==> config.mk <==
export PLATFORM = sky130hd
export DESIGN_NAME = fixed_point_radix_converter_top
export DESIGN_NICKNAME = d
export VERILOG_FILES = /design/src/rtl/core/frc_pkg.sv /design/src/rtl/core/frc_div.sv /design/src/rtl/core/fixed_point_radix_converter_top.sv
export SDC_FILE = /design/constraint.sdc
export NUM_CORES = 1
export LEC_CHECK = 0
export BUFFER_PORTS_ARGS = -buffer_cell sky130_fd_sc_hd__buf_2
export CAP_MARGIN = 30
export CELL_PAD_IN_SITES_DETAIL_PLACEMENT = 0
export CELL_PAD_IN_SITES_GLOBAL_PLACEMENT = 1
export CORE_MARGIN = 2
export CORE_UTILIZATION = 49
export DETAILED_ROUTE_END_ITERATION = 7
export HOLD_SLACK_MARGIN = 0.15
export PLACE_DENSITY_LB_ADDON = 0.1
export SKIP_CTS_REPAIR_TIMING = 1
export SYNTH_ARGS = -nofsm -noshare
export SYNTH_HDL_FRONTEND = slang
export SYNTH_HIERARCHICAL = 1
export SYNTH_SLANG_ARGS = --single-unit
export TNS_END_PERCENT = 1
==> constraint.sdc <==
create_clock -name aclk -period 13.05 [get_ports aclk]
set_clock_uncertainty 0.15 [all_clocks]
set_input_delay 3.2625 -clock aclk [delete_from_list [all_inputs] [get_ports aclk]]
set_output_delay 3.2625 -clock aclk [all_outputs]
set_load 0.005 [all_outputs]
==> src/rtl/core/frc_pkg.sv <==
// frc_pkg: item types, character codes and register constants for the
// fixed-point radix converter; used by every file in rtl/core
`timescale 1ns / 1ps
`default_nettype none

package frc_pkg;

    localparam int RADIX_W  = 5;
    localparam int DIGIT_W  = 4;
    localparam int CHAR_W   = 7;
    localparam int DIV_STEPS = 8;

    localparam logic [RADIX_W-1:0] RADIX_RESET = 5'd10;
    localparam logic [RADIX_W-1:0] RADIX_MIN   = 5'd2;
    localparam logic [RADIX_W-1:0] RADIX_MAX   = 5'd16;

    // register index taken from paddr[2]
    localparam logic REG_RADIX = 1'b0;

    localparam logic [CHAR_W-1:0] CHAR_MINUS = 7'h2D;
    localparam logic [CHAR_W-1:0] CHAR_DOT   = 7'h2E;
    localparam logic [CHAR_W-1:0] CHAR_ZERO  = 7'h30;
    localparam logic [CHAR_W-1:0] CHAR_UPPER_A = 7'h41;

    typedef struct packed {
        logic        negative;
        logic [30:0] integer_part;
        logic [31:0] fraction_part;
    } in_item_t;

    typedef struct packed {
        logic [CHAR_W-1:0] character;
        logic              last;
    } out_item_t;

    function automatic logic [CHAR_W-1:0] hex_char(input logic [DIGIT_W-1:0] digit);
        logic [CHAR_W-1:0] ch;
        if (digit < 4'd10) begin
            ch = CHAR_ZERO + CHAR_W'(digit);
        end else begin
            ch = CHAR_UPPER_A + CHAR_W'(digit - 4'd10);
        end
        return ch;
    endfunction

endpackage

`default_nettype wire

==> src/rtl/core/frc_div.sv <==
// frc_div: iterative divider of an unsigned integer by a radix of 2 to 16,
// eight quotient bits per cycle; depends on frc_pkg
`timescale 1ns / 1ps
`default_nettype none

module frc_div #(
    parameter int DIVIDEND_W = 31
) (
    input  wire                          aclk,
    input  wire                          aresetn,
    input  wire                          start,
    input  wire [DIVIDEND_W-1:0]         dividend,
    input  wire [frc_pkg::RADIX_W-1:0]   divisor,
    output logic                         done,
    output logic [DIVIDEND_W-1:0]        quotient,
    output logic [frc_pkg::DIGIT_W-1:0]  remainder
);
    import frc_pkg::*;

    localparam int NCYC = (DIVIDEND_W + DIV_STEPS - 1) / DIV_STEPS;
    localparam int PW   = NCYC * DIV_STEPS;
    localparam int CW   = $clog2(NCYC + 1);

    logic [PW-1:0]      shreg_reg;
    logic [DIGIT_W-1:0] rem_reg;
    logic [RADIX_W-1:0] divisor_reg;
    logic [CW-1:0]      cyc_reg;
    logic               run_reg;
    logic               done_reg;

    logic [PW-1:0]      sh_next;
    logic [DIGIT_W-1:0] rem_next;
    logic [RADIX_W-1:0] trial;

    // eight restoring steps on the narrow remainder
    always_comb begin
        sh_next  = shreg_reg;
        rem_next = rem_reg;
        trial    = '0;
        for (int i = 0; i < DIV_STEPS; i++) begin
            trial   = {rem_next, sh_next[PW-1]};
            sh_next = {sh_next[PW-2:0], 1'b0};
            if (trial >= divisor_reg) begin
                rem_next   = DIGIT_W'(trial - divisor_reg);
                sh_next[0] = 1'b1;
            end else begin
                rem_next = trial[DIGIT_W-1:0];
            end
        end
    end

    always_ff @(posedge aclk) begin
        if (!aresetn) begin
            run_reg  <= 1'b0;
            done_reg <= 1'b0;
            cyc_reg  <= '0;
        end else begin
            done_reg <= 1'b0;
            if (start) begin
                shreg_reg   <= PW'(dividend);
                rem_reg     <= '0;
                divisor_reg <= divisor;
                cyc_reg     <= '0;
                run_reg     <= 1'b1;
            end else if (run_reg) begin
                shreg_reg <= sh_next;
                rem_reg   <= rem_next;
                cyc_reg   <= cyc_reg + 1'b1;
                if (cyc_reg == CW'(NCYC - 1)) begin
                    run_reg  <= 1'b0;
                    done_reg <= 1'b1;
                end
            end
        end
    end

    assign done      = done_reg;
    assign quotient  = DIVIDEND_W'(shreg_reg);
    assign remainder = rem_reg;

endmodule

`default_nettype wire

==> src/rtl/core/fixed_point_radix_converter_top.sv <==
// fixed_point_radix_converter_top: sequencer, digit store, fraction multiplier
// and APB radix register; depends on frc_pkg and frc_div
// flow: each integer digit comes from the shared divider (ST_DIV_GO, ST_DIV_WAIT) and goes
// out through ST_RD and ST_INT; sign, point and fraction characters leave from their own states
// one item at a time: a new number is accepted only in ST_IDLE, once the last character of
// the previous one is loaded; output stalls hold every character state
// reset: synchronous active-low, radix returns to 10, output register empties
`timescale 1ns / 1ps
`default_nettype none

module fixed_point_radix_converter_top #(
    parameter int FRAC_DIGITS = 10,
    parameter int INT_WIDTH   = 31,
    parameter int FRAC_WIDTH  = 32
) (
    input  wire                 aclk,
    input  wire                 aresetn,
    input  wire                 s_valid,
    output logic                s_ready,
    input  frc_pkg::in_item_t   s_data,
    output logic                m_valid,
    input  wire                 m_ready,
    output frc_pkg::out_item_t  m_data,
    input  wire                 psel,
    input  wire                 penable,
    input  wire                 pwrite,
    input  wire [2:0]           paddr,
    input  wire [31:0]          pwdata,
    output logic [31:0]         prdata,
    output logic                pready
);
    import frc_pkg::*;

    localparam int IW   = $clog2(INT_WIDTH);
    localparam int CNTW = $clog2(INT_WIDTH + 1);
    localparam int FDW  = $clog2(FRAC_DIGITS + 1);
    localparam int PRW  = FRAC_WIDTH + RADIX_W;

    typedef enum logic [3:0] {
        ST_IDLE,
        ST_SIGN,
        ST_DIV_GO,
        ST_DIV_WAIT,
        ST_RD,
        ST_INT,
        ST_DOT,
        ST_FRAC,
        ST_DOT2
    } state_t;

    state_t                state_reg;
    logic [RADIX_W-1:0]    radix_reg;
    logic [RADIX_W-1:0]    base_reg;
    logic [INT_WIDTH-1:0]  q_reg;
    logic [FRAC_WIDTH-1:0] f_reg;
    logic [CNTW-1:0]       cnt_reg;
    logic [IW-1:0]         idx_reg;
    logic [FDW-1:0]        fd_reg;
    logic [DIGIT_W-1:0]    rdata_reg;
    logic                  out_valid_reg;
    out_item_t             out_item_reg;

    logic [DIGIT_W-1:0]    digit_store [INT_WIDTH];

    logic                  can_load;
    logic                  div_done;
    logic [INT_WIDTH-1:0]  div_quot;
    logic [DIGIT_W-1:0]    div_rem;
    logic [PRW-1:0]        prod;
    logic [FRAC_WIDTH-1:0] f_new;
    logic [DIGIT_W-1:0]    f_digit;
    logic                  cfg_wr;

    frc_div #(
        .DIVIDEND_W(INT_WIDTH)
    ) u_div (
        .aclk      (aclk),
        .aresetn   (aresetn),
        .start     (state_reg == ST_DIV_GO),
        .dividend  (q_reg),
        .divisor   (base_reg),
        .done      (div_done),
        .quotient  (div_quot),
        .remainder (div_rem)
    );

    assign can_load = !out_valid_reg || m_ready;
    assign prod     = PRW'(f_reg) * PRW'(base_reg);
    assign f_new    = prod[FRAC_WIDTH-1:0];
    assign f_digit  = prod[FRAC_WIDTH+DIGIT_W-1:FRAC_WIDTH];
    assign cfg_wr   = psel && penable && pwrite && pready && (paddr[2] == REG_RADIX);

    assign s_ready = (state_reg == ST_IDLE);
    assign m_valid = out_valid_reg;
    assign m_data  = out_item_reg;
    assign pready  = 1'b1;
    assign prdata  = (paddr[2] == REG_RADIX) ? 32'(radix_reg) : '0;

    // digit store, least significant digit first
    always_ff @(posedge aclk) begin
        if (state_reg == ST_DIV_WAIT && div_done && cnt_reg < CNTW'(INT_WIDTH)) begin
            digit_store[cnt_reg[IW-1:0]] <= div_rem;
        end
        if (state_reg == ST_RD) begin
            rdata_reg <= digit_store[idx_reg];
        end
    end

    always_ff @(posedge aclk) begin
        if (!aresetn) begin
            state_reg     <= ST_IDLE;
            radix_reg     <= RADIX_RESET;
            base_reg      <= RADIX_RESET;
            q_reg         <= '0;
            f_reg         <= '0;
            cnt_reg       <= '0;
            idx_reg       <= '0;
            fd_reg        <= '0;
            out_valid_reg <= 1'b0;
        end else begin
            if (out_valid_reg && m_ready) begin
                out_valid_reg <= 1'b0;
            end
            if (cfg_wr) begin
                radix_reg <= pwdata[RADIX_W-1:0];
            end
            case (state_reg)
                ST_IDLE: begin
                    if (s_valid) begin
                        q_reg   <= INT_WIDTH'(s_data.integer_part);
                        f_reg   <= FRAC_WIDTH'(s_data.fraction_part);
                        cnt_reg <= '0;
                        if (radix_reg < RADIX_MIN) begin
                            base_reg <= RADIX_MIN;
                        end else if (radix_reg > RADIX_MAX) begin
                            base_reg <= RADIX_MAX;
                        end else begin
                            base_reg <= radix_reg;
                        end
                        state_reg <= s_data.negative ? ST_SIGN : ST_DIV_GO;
                    end
                end
                ST_SIGN: begin
                    if (can_load) begin
                        out_valid_reg          <= 1'b1;
                        out_item_reg.character <= CHAR_MINUS;
                        out_item_reg.last      <= 1'b0;
                        state_reg              <= ST_DIV_GO;
                    end
                end
                ST_DIV_GO: begin
                    state_reg <= ST_DIV_WAIT;
                end
                ST_DIV_WAIT: begin
                    if (div_done) begin
                        q_reg <= div_quot;
                        if (cnt_reg < CNTW'(INT_WIDTH)) begin
                            cnt_reg <= cnt_reg + 1'b1;
                        end
                        if (div_quot == '0) begin
                            idx_reg   <= cnt_reg[IW-1:0];
                            state_reg <= ST_RD;
                        end else begin
                            state_reg <= ST_DIV_GO;
                        end
                    end
                end
                ST_RD: begin
                    state_reg <= ST_INT;
                end
                ST_INT: begin
                    if (can_load) begin
                        out_valid_reg          <= 1'b1;
                        out_item_reg.character <= hex_char(rdata_reg);
                        out_item_reg.last      <= (idx_reg == '0) && (f_reg == '0);
                        if (idx_reg == '0) begin
                            state_reg <= (f_reg == '0) ? ST_IDLE : ST_DOT;
                        end else begin
                            idx_reg   <= idx_reg - 1'b1;
                            state_reg <= ST_RD;
                        end
                    end
                end
                ST_DOT: begin
                    if (can_load) begin
                        out_valid_reg          <= 1'b1;
                        out_item_reg.character <= CHAR_DOT;
                        out_item_reg.last      <= 1'b0;
                        fd_reg                 <= '0;
                        state_reg              <= ST_FRAC;
                    end
                end
                ST_FRAC: begin
                    if (can_load) begin
                        out_valid_reg <= 1'b1;
                        if (fd_reg == FDW'(FRAC_DIGITS)) begin
                            out_item_reg.character <= CHAR_DOT;
                            out_item_reg.last      <= 1'b0;
                            state_reg              <= ST_DOT2;
                        end else begin
                            out_item_reg.character <= hex_char(f_digit);
                            out_item_reg.last      <= (f_new == '0);
                            f_reg                  <= f_new;
                            fd_reg                 <= fd_reg + 1'b1;
                            if (f_new == '0) begin
                                state_reg <= ST_IDLE;
                            end
                        end
                    end
                end
                ST_DOT2: begin
                    if (can_load) begin
                        out_valid_reg          <= 1'b1;
                        out_item_reg.character <= CHAR_DOT;
                        out_item_reg.last      <= 1'b1;
                        state_reg              <= ST_IDLE;
                    end
                end
                default: begin
                    state_reg <= ST_IDLE;
                end
            endcase
        end
    end

`ifndef NO_ASSERTIONS
    a_cnt_bound: assert property (@(posedge aclk) disable iff (!aresetn)
        cnt_reg <= CNTW'(INT_WIDTH))
        else $error("integer digit count beyond store depth");

    a_base_range: assert property (@(posedge aclk) disable iff (!aresetn)
        (state_reg != ST_IDLE) |-> (base_reg >= RADIX_MIN && base_reg <= RADIX_MAX))
        else $error("working radix out of range");

    a_div_done_wait: assert property (@(posedge aclk) disable iff (!aresetn)
        div_done |-> (state_reg == ST_DIV_WAIT))
        else $error("divider finished outside wait state");

    a_frac_bound: assert property (@(posedge aclk) disable iff (!aresetn)
        fd_reg <= FDW'(FRAC_DIGITS))
        else $error("fraction digit count beyond limit");
`endif

endmodule

`default_nettype wire

# After elaboration in Yosys (flattened, before gate mapping)

Memory sizes are Yosys's and may differ from the RTL's. A register that Yosys moved wholly into a read port is not among the register bits.
Index checks and enable logic that the tools add are counted.

Word-level logic and storage cells: 182
Bits in latches: 0
Bits in writable memories: 124
Output and inout port bits: 43
Memories kept: 1
Input bits: 106
Register bits: 146
Bits in read-only memories: 0

Memories:

| memory      | depth | width | rd ports | clocked after memory_dff | wr ports | line                                  | RTL |
|---|---|---|---|---|---|---|---|
| digit_store | 31    | 4     | 1        | 1                        | 1        | fixed_point_radix_converter_top.sv:63 | `logic [DIGIT_W-1:0] digit_store [INT_WIDTH];` |

$lt $le $gt $ge: 13
Multiplexer cells: 73
Eq/ne operators: 22
Add/subtract/negate cells: 18
Divide/modulo/power cells: 0
Reduce and logical (&&, ||, !) cells: 33
Shift operators: 0
Bitwise operators: 3
Multiply operators: 1

Operator list:

| operator            | count |
|---|---|
| $mux 32             | 4 |
| $mux 31             | 3 |
| $mux 4              | 20 |
| $logic_not 32->1    | 2 |
| $pmux 32 s2         | 1 |
| $pmux 31 s2         | 1 |
| $mux 5              | 10 |
| $mux 8              | 6 |
| $ge 5x5->1          | 8 |
| $pmux 8 s5          | 1 |
| $mul 32x5->36       | 1 |
| $pmux 4 s9          | 1 |
| $sub 4x4->4         | 8 |
| $logic_not 31->1    | 1 |
| $pmux 5 s2          | 2 |
| $mux 1              | 17 |
| $eq 4x3->1 const B  | 4 |
| $ne 2x2->1 const B  | 8 |
| $add 6x4->7 const A | 2 |
| $add 7x7->7 const A | 2 |
| $mux 7              | 2 |
| $reduce_and 4->1    | 3 |
| $reduce_bool 2->1   | 5 |
| $sub 4x4->5 const B | 2 |
| 32 further kinds    | 49 |

# Longest topological paths before layout

Gate-level depths: netlist (run 1).

Depth after elaboration: 18
Mapped depth: 49
Depth with buffers taken out: 48

# Cells and area by module

The synthesis (run 1) kept the hierarchy.

Modules (own cells, without submodules):

| module                          | cells each | seq. area each (sq um) | area an instance (sq um) | times used |
|---|---|---|---|---|
| fixed_point_radix_converter_top | 1,601      | 5,925.7                | 15,875.2                 | 1 |
| frc_div                         | 345        | 1,331.3                | 3,791.1                  | 1 |

# Least setup slack after synthesis (run 1)

OpenSTA, ideal clock, no wires.

Kind: register -> register
Start: register u_div.divisor_reg[1]
End: register u_div.rem_reg[2], in the netlist u_div/remainder[2] (data pin)
Clock period less this slack: 10.468 ns
Stages on the path, launching flop included: 45
Arrival: 10.063 ns
Buffers on the path: 1
Setup time: 0.255 ns
Slack: 2.582 ns
Required time: 12.645 ns
Cells stage by stage: edfxtp_1 > inv_1 > ha_1 > a31oi_1 > o21a_1 > mux2_4 > ha_1 > a21o_1 > a31oi_1 > o21a_1 > mux2i_1 > ha_1 > a31oi_1 > o21a_1 > buf_6 > and2b_2 > a21o_2 > ha_1 > [... 9 more ...] > nor2_1 > ha_1 > a21o_1 > a31oi_1 > o21ai_2 > o21a_1 > ha_1 > a21o_1 > a31oi_1 > o21ai_1 > mux2i_1 > ha_1 > nor2b_1 > o21ai_1 > a31oi_1 > a211oi_1 > inv_1 > o21ba_2

Longest elaborated chain between the ends: 17
Elaborated cells on any way between the ends: 25
Those cells by class: add/sub (8); order compare (8); mux (9)

RTL lines:

| what                                      | line                         | RTL |
|---|---|---|
| start, declared                           | frc_div.sv:26                | `logic [RADIX_W-1:0] divisor_reg;` |
| start signal, assigned                    | frc_div.sv:62                | `divisor_reg <= divisor;` |
| $sub 4x4->4 or $ge 5x5->1 (tied branches) | frc_div.sv:44, frc_div.sv:43 |  |
| $mux 4                                    | frc_div.sv:43                | `if (trial >= divisor_reg) begin` |
| $sub 4x4->4 or $ge 5x5->1 (tied branches) | frc_div.sv:44, frc_div.sv:43 |  |
| $mux 4                                    | frc_div.sv:43                |  |
| $sub 4x4->4 or $ge 5x5->1 (tied branches) | frc_div.sv:44, frc_div.sv:43 |  |
| $mux 4                                    | frc_div.sv:43                |  |
| $ge 5x5->1 or $sub 4x4->4 (tied branches) | frc_div.sv:43, frc_div.sv:44 |  |
| $mux 4                                    | frc_div.sv:43                |  |
| $sub 4x4->4 or $ge 5x5->1 (tied branches) | frc_div.sv:44, frc_div.sv:43 |  |
| $mux 4                                    | frc_div.sv:43                |  |
| $sub 4x4->4 or $ge 5x5->1 (tied branches) | frc_div.sv:44, frc_div.sv:43 |  |
| $mux 4                                    | frc_div.sv:43                |  |
| $ge 5x5->1 or $sub 4x4->4 (tied branches) | frc_div.sv:43, frc_div.sv:44 |  |
| $mux 4                                    | frc_div.sv:43                |  |
| $sub 4x4->4 or $ge 5x5->1 (tied branches) | frc_div.sv:44, frc_div.sv:43 |  |
| $mux 4 (*)                                | frc_div.sv:43                |  |
| $mux 4 (*)                                | frc_div.sv:65                | `end else if (run_reg) begin` |
| end signal, assigned                      | frc_div.sv:67                | `rem_reg <= rem_next;` |
| end, declared                             | frc_div.sv:25                | `logic [DIGIT_W-1:0] rem_reg;` |

Mark *: on every way between the ends. The rest lies on a longest branch, timed or not. The select of a mux whose other input is x is not followed.
A chain may end at the register's enable or synchronous reset.

# Worst setup path in the final report (run 1)

Start: register u_div.divisor_reg[2]
End: register u_div.rem_reg[2], in the netlist u_div/remainder[2] (data pin)

Longest elaborated chain between the ends: 17
Elaborated cells on any way between the ends: 25
Those cells by class: add/sub (8); order compare (8); mux (9)

RTL lines:

| what                                      | line |
|---|---|
| $sub 4x4->4 or $ge 5x5->1 (tied branches) | frc_div.sv:44, frc_div.sv:43 |
| $mux 4                                    | frc_div.sv:43 |
| $sub 4x4->4 or $ge 5x5->1 (tied branches) | frc_div.sv:44, frc_div.sv:43 |
| $mux 4                                    | frc_div.sv:43 |
| $ge 5x5->1 or $sub 4x4->4 (tied branches) | frc_div.sv:43, frc_div.sv:44 |
| $mux 4                                    | frc_div.sv:43 |
| $sub 4x4->4 or $ge 5x5->1 (tied branches) | frc_div.sv:44, frc_div.sv:43 |
| $mux 4                                    | frc_div.sv:43 |
| $sub 4x4->4 or $ge 5x5->1 (tied branches) | frc_div.sv:44, frc_div.sv:43 |
| $mux 4                                    | frc_div.sv:43 |
| $sub 4x4->4 or $ge 5x5->1 (tied branches) | frc_div.sv:44, frc_div.sv:43 |
| $mux 4                                    | frc_div.sv:43 |
| $ge 5x5->1 or $sub 4x4->4 (tied branches) | frc_div.sv:43, frc_div.sv:44 |
| $mux 4                                    | frc_div.sv:43 |
| $sub 4x4->4 or $ge 5x5->1 (tied branches) | frc_div.sv:44, frc_div.sv:43 |
| $mux 4 (*)                                | frc_div.sv:43 |
| $mux 4 (*)                                | frc_div.sv:65 |

Marked as above.

==> impl_metrics.ini, run 1 <==
[status]
status = complete, no violations

[sta]
hold_viol_final = 0
tightest_slew_ps = 876
fin_crit_ps = 12010
slew_violations = 0
slew_headroom_pct = 40.8
max_freq_mhz = 83.3
post-route-period-util_pct = 92.0
rsz0062_at_grt = false
setup_violations = 0
fin_ws_ps = 1040
setup_tns_ps = 0

[logic_synthesis]
avgSynthCellArea_um2 = 10.1
synthFlopType = edfxtp_1
async_flop_share_pct = 0
synthCells = 1946
synth_edf_count = 177
yosysWarningCount = 6
ys_top_cells_by_area = edfxtp_1 (27%), dfxtp_1 (9.9%), fa_1 (9.9%)
synth_top_area_share_pct = 27.0
ys_types = 87
ys_ff_latch = 274
synth_top_cell_by_area = edfxtp_1
syn_area_mm2 = 0.0197
seq_area_frac_synth_pct = 36.9

[clock_network]
cts_sinks = 274
clk_path_buf_depth = 3
path_clk_slew_ps = 60
cts_buffers = 31
insertion_delay_ps = 590
cts_root_buffer = clkbuf_16
cts_tree = built
htree_num_levels = 1

[place]
post-dp-hpwl_um = 35800
io_buffers = 91
place.gp.congestion = 0.889
pre_cts_ws_ps = 984
postPlaceCellArea_mm2 = 0.0203

[setup_path]
end_kind = register
critical-path-slowest-cell = a211oi_1
slowest_delay_ps = 620
cp_data_arrival_time_ps = 12190
rr_worst_depth = 44
reg2reg_from = u_div/divisor_reg[2]$_DFFE_PP_
path_max_fanout = 8
reg2reg_to = u_div/remainder[2]$_SDFFCE_PP0P_
cpMostUsedCell = ha_1
r2r_slack_ps = 1040
required_ps = 13230
path_class = register to register
start_kind = register

[layout]
n_fill_cell = 3629
final_cell_mix = edfxtp_1 (177), nand2_1 (174), nor2_1 (173)
diodes = 0
drive_gt1_share_pct = 13.7
fin_area_mm2 = 0.0214
largest_reg_flops = 124
final_common_cell = edfxtp_1
area_growth_pct = 8.68
nets = 2271

[grt]
grt_pass1_vias = 14000
groute.usage.overall_pct = 23.4
grt_max_degree = 64
grt_pass1_wl_um = 77200
antenna_found_initial = 2
grt_overflow = 0

[detailed_routing]
wl_met2_um = 22400
drt_iter0_markers = 936
vias = 14200
viasPerCell = 5.64
ant_nets = 0
drc = 0
m1WireLength_um = 22600
wl_per_cell_um = 19.2
wl_met3_um = 2440
wirelength_um = 48400
top_layer_used = met4
firstDrtPassIters = 5

[die]
start_util_pct = 49.6
die_h_um = 204
pin_count = 149
num_rows = 73
core_area_mm2 = 0.0396
dieWidth_um = 204
die-area_mm2 = 0.0418

[min_path]
worstHoldStart = fd_reg[3]$_SDFFE_PN0P_
hold_end = fd_reg[3]$_SDFFE_PN0P_
hp-class = register to register
hold_depth = 1

[job]
cap_viol_max_count = 0
[cells by family (layout without fill, tap and decap cells)]
kind of cell	after synthesis	count (layout)	share of synthesized area, %
fa+ha+maj	198	198	16.3
flops	274	274	36.9
other cells	2	28	0.0382
xor+xnor	51	51	2.27
compound gates	339	339	11.7
buf+inv	292	311	6.76
simple gates	651	651	16.4
mux	139	139	9.68
[per-layer routing]
| metal | track usage [%] | vias to the layer above |
|---|---|---|
| met5 | 0 | - |
| met4 | 5.64 | 0 |
| met3 | 3.43 | 51 |
| met2 | 37.5 | 296 |
| met1 | 33.5 | 6977 |
| li1 | - | 6863 |
[metrics by stage]
| step | hold slack [ps] | utilization [%] | std cells |
|---|---|---|---|
| 6_report | 337 | 53.9 | 2516 |
| 5_1_grt | 367 | 53.9 | 2516 |
| 4_1_cts | 339 | 53.9 | 2516 |
| 3_5_place_dp | 325 | 51.2 | 2459 |
| 3_3_place_gp | 317 | 51.0 | 2455 |
| 2_1_floorplan | 256 | - | 1972 |
[critical path, delay by kind of cell, from the launching register on]
family | cells | cell delay [ps]
AO/OA/AOI/OAI | 25 | 5650
adder cells (fa/ha/maj) | 8 | 2610
buffers and inverters | 2 | 520
flip-flops | 1 | 370
multiplexers | 5 | 1940
AND/OR/NAND/NOR | 4 | 540
[synthesized netlist by cell type (22+ instances only)]
cell,count
nor2_1,174
o21ai_0,59
edfxtp_1,177
mux4_2,36
ha_1,101
fa_1,97
xnor2_1,34
nand3_1,22
buf_4,59
inv_1,143
mux2i_1,57
clkbuf_1,78
and2_1,138
dfxtp_1,97
nand2_1,175
mux2_2,45
nor3_1,25
a21oi_1,76
a211oi_1,45
[cell type report]
class | instances | area [um2] | share of cell area, %
flip-flops and latches | 274 | 7260 | 34.0
inverters | 144 | 541 | 2.53
clock inverters | 19 | 269 | 1.26
multi-input cells | 1406 | 11200 | 52.4
well taps | 525 | 657 | 3.07
repair buffers | 110 | 633 | 2.96
clock buffers | 38 | 812 | 3.80
[worst max-delay path by stage]
stage	startpoint	end	depth (start not counted)
after detailed placement	u_div/divisor_reg[2]$_DFFE_PP_	u_div/remainder[2]$_SDFFCE_PP0P_	44
after floorplan	u_div/divisor_reg[1]$_DFFE_PP_	u_div/remainder[2]$_SDFFCE_PP0P_	44
after global placement	u_div/divisor_reg[2]$_DFFE_PP_	u_div/remainder[2]$_SDFFCE_PP0P_	45
after global routing	u_div/divisor_reg[2]$_DFFE_PP_	u_div/remainder[3]$_SDFFCE_PP0P_	44
after CTS	u_div/divisor_reg[2]$_DFFE_PP_	u_div/remainder[2]$_SDFFCE_PP0P_	44
final	u_div/divisor_reg[2]$_DFFE_PP_	u_div/remainder[2]$_SDFFCE_PP0P_	44
Power of run 1 is not shown: default switching activity piles up to over one toggle a cycle in this logic, so the estimate is an artifact.
==> inputs of run 2 (changes only) <==
Settings changed: CORE_ASPECT_RATIO set to 1.75.
==> impl_metrics.ini, run 2 (synthesized netlist as in run 1, its figures left out) <==
[clock_network]
cts_sinks = 274
path_clk_slew_ps = 60
insertion_delay_ps = 570
cts_buffers = 28
cts_root_buffer = clkbuf_16
htree_num_levels = 1
clk_path_buf_depth = 3
cts_tree = built

[detailed_routing]
firstDrtPassIters = 7
drt_iter0_markers = 570
drc = 0
wl_per_cell_um = 20.7
viasPerCell = 5.78
ant_nets = 0
wirelength_um = 51300
vias = 14300

[setup_path]
critical-path-slowest-cell = a211oi_1
start_kind = register
cpMostUsedCell = ha_1
startpoint = u_div/divisor_reg[2]$_DFFE_PP_
path_max_fanout = 8
slowest_delay_ps = 610
endpoint = u_div/remainder[3]$_SDFFCE_PP0P_
reg2reg_from = u_div/divisor_reg[2]$_DFFE_PP_
rr_worst_depth = 45
required_ps = 13250
reg2reg_to = u_div/remainder[3]$_SDFFCE_PP0P_
path_class = register to register
r2r_slack_ps = 1030
end_kind = register
cp_data_arrival_time_ps = 12210

[min_path]
hp-class = register to register

[place]
post-dp-hpwl_um = 38300
io_buffers = 91
place.gp.congestion = 0.877
dpl.cell_count = 2428

[grt]
grt_max_degree = 64
grt_pass1_wl_um = 80900
groute.usage.overall_pct = 24.7
antenna_found_initial = 1
grt_pass1_vias = 14800
grt_overflow = 0

[layout]
nets = 2267
diodes = 0
final_common_cell = edfxtp_1
drive_gt1_share_pct = 13.5
final_cell_mix = edfxtp_1 (177), nand2_1 (174), nor2_1 (173)
largest_reg_flops = 124
stdcell_count = 2479
area_growth_pct = 7.33

[status]
status = complete, no violations

[sta]
fin_crit_ps = 12020
max_freq_mhz = 83.2
setup_tns_ps = 0
setup_violations = 0
slew_violations = 0
tightest_slew_ps = 1000
post-route-period-util_pct = 92.1
hold_viol_final = 0
rsz0062_at_grt = false
slew_headroom_pct = 33.3

[die]
core_area_mm2 = 0.0398
num_rows = 97
die-area_mm2 = 0.0418
pin_count = 149
start_util_pct = 49.4
die_h_um = 269
dieWidth_um = 155

[job]
cap_viol_max_count = 0
[run 2: cell count changes in the layout (fill, tap and decap cells not counted), sizes merged]
| cell | change |
|---|---|
| buf | -1 |
| inv | -1 |
| bufinv | -6 |
| clkinvlp | +1 |
| clkinv | -1 |
| clkbuf | +1 |
[run 2: through the flow]
step                      hold WS (ps)  area [um2]  util, %  worst slack (ps)
after global routing               327       21100     53.0               203
after global placement             293       20200     50.8              1240
after detailed placement           304       20200     50.8              1070
after CTS                          313       21100     53.0               948
after floorplan                    256       19800        -              2580
final                              312       21100     53.0              1030
[run 2: cell type report]
cell class,count,area [um2]
flip-flops and latches,274,7260
clock inverters,12,91.3
well taps,495,619
inverters,144,541
repair buffers,109,603
clock buffers,39,792
fillers,3686,18700
multi-input cells,1406,11200
[run 2: worst min path at each step]
stage,startpoint,end,slack (ps),cells after the start
finish,base_reg[4]$_SDFFE_PN0P_,base_reg[4]$_SDFFE_PN0P_,310,2
global route,base_reg[4]$_SDFFE_PN0P_,base_reg[4]$_SDFFE_PN0P_,330,2
CTS,base_reg[4]$_SDFFE_PN0P_,base_reg[4]$_SDFFE_PN0P_,310,2
detailed placement,base_reg[4]$_SDFFE_PN0P_,base_reg[4]$_SDFFE_PN0P_,300,2
global placement,base_reg[4]$_SDFFE_PN0P_,base_reg[4]$_SDFFE_PN0P_,290,2
floorplan,base_reg[0]$_SDFFE_PN0P_,u_div/divisor_reg[0]$_DFFE_PP_,260,0
[run 2: routing by layer]
layer  wire length (um)  share of wire (%)  global-route usage (%)  vias up
li1                   -                  -                       -     6837
met4               1950                3.8                    9.27        2
met2              27900                 54                    47.4      264
met3               1700                3.3                    2.62       94
met5                  7              0.014                       0        -
met1              19700                 38                    28.1     7143
[run 2: critical path, delay by kind of cell (launching register included)]
family,cells,cell delay [ps]
DFF,1,380
AOI/OAI and AO/OA,26,5850
adders and majority gates,8,2710
muxes,4,1500
buffers and inverters,2,520
and+or+nand+nor,5,690
Power of run 2 is left out for the same reason.
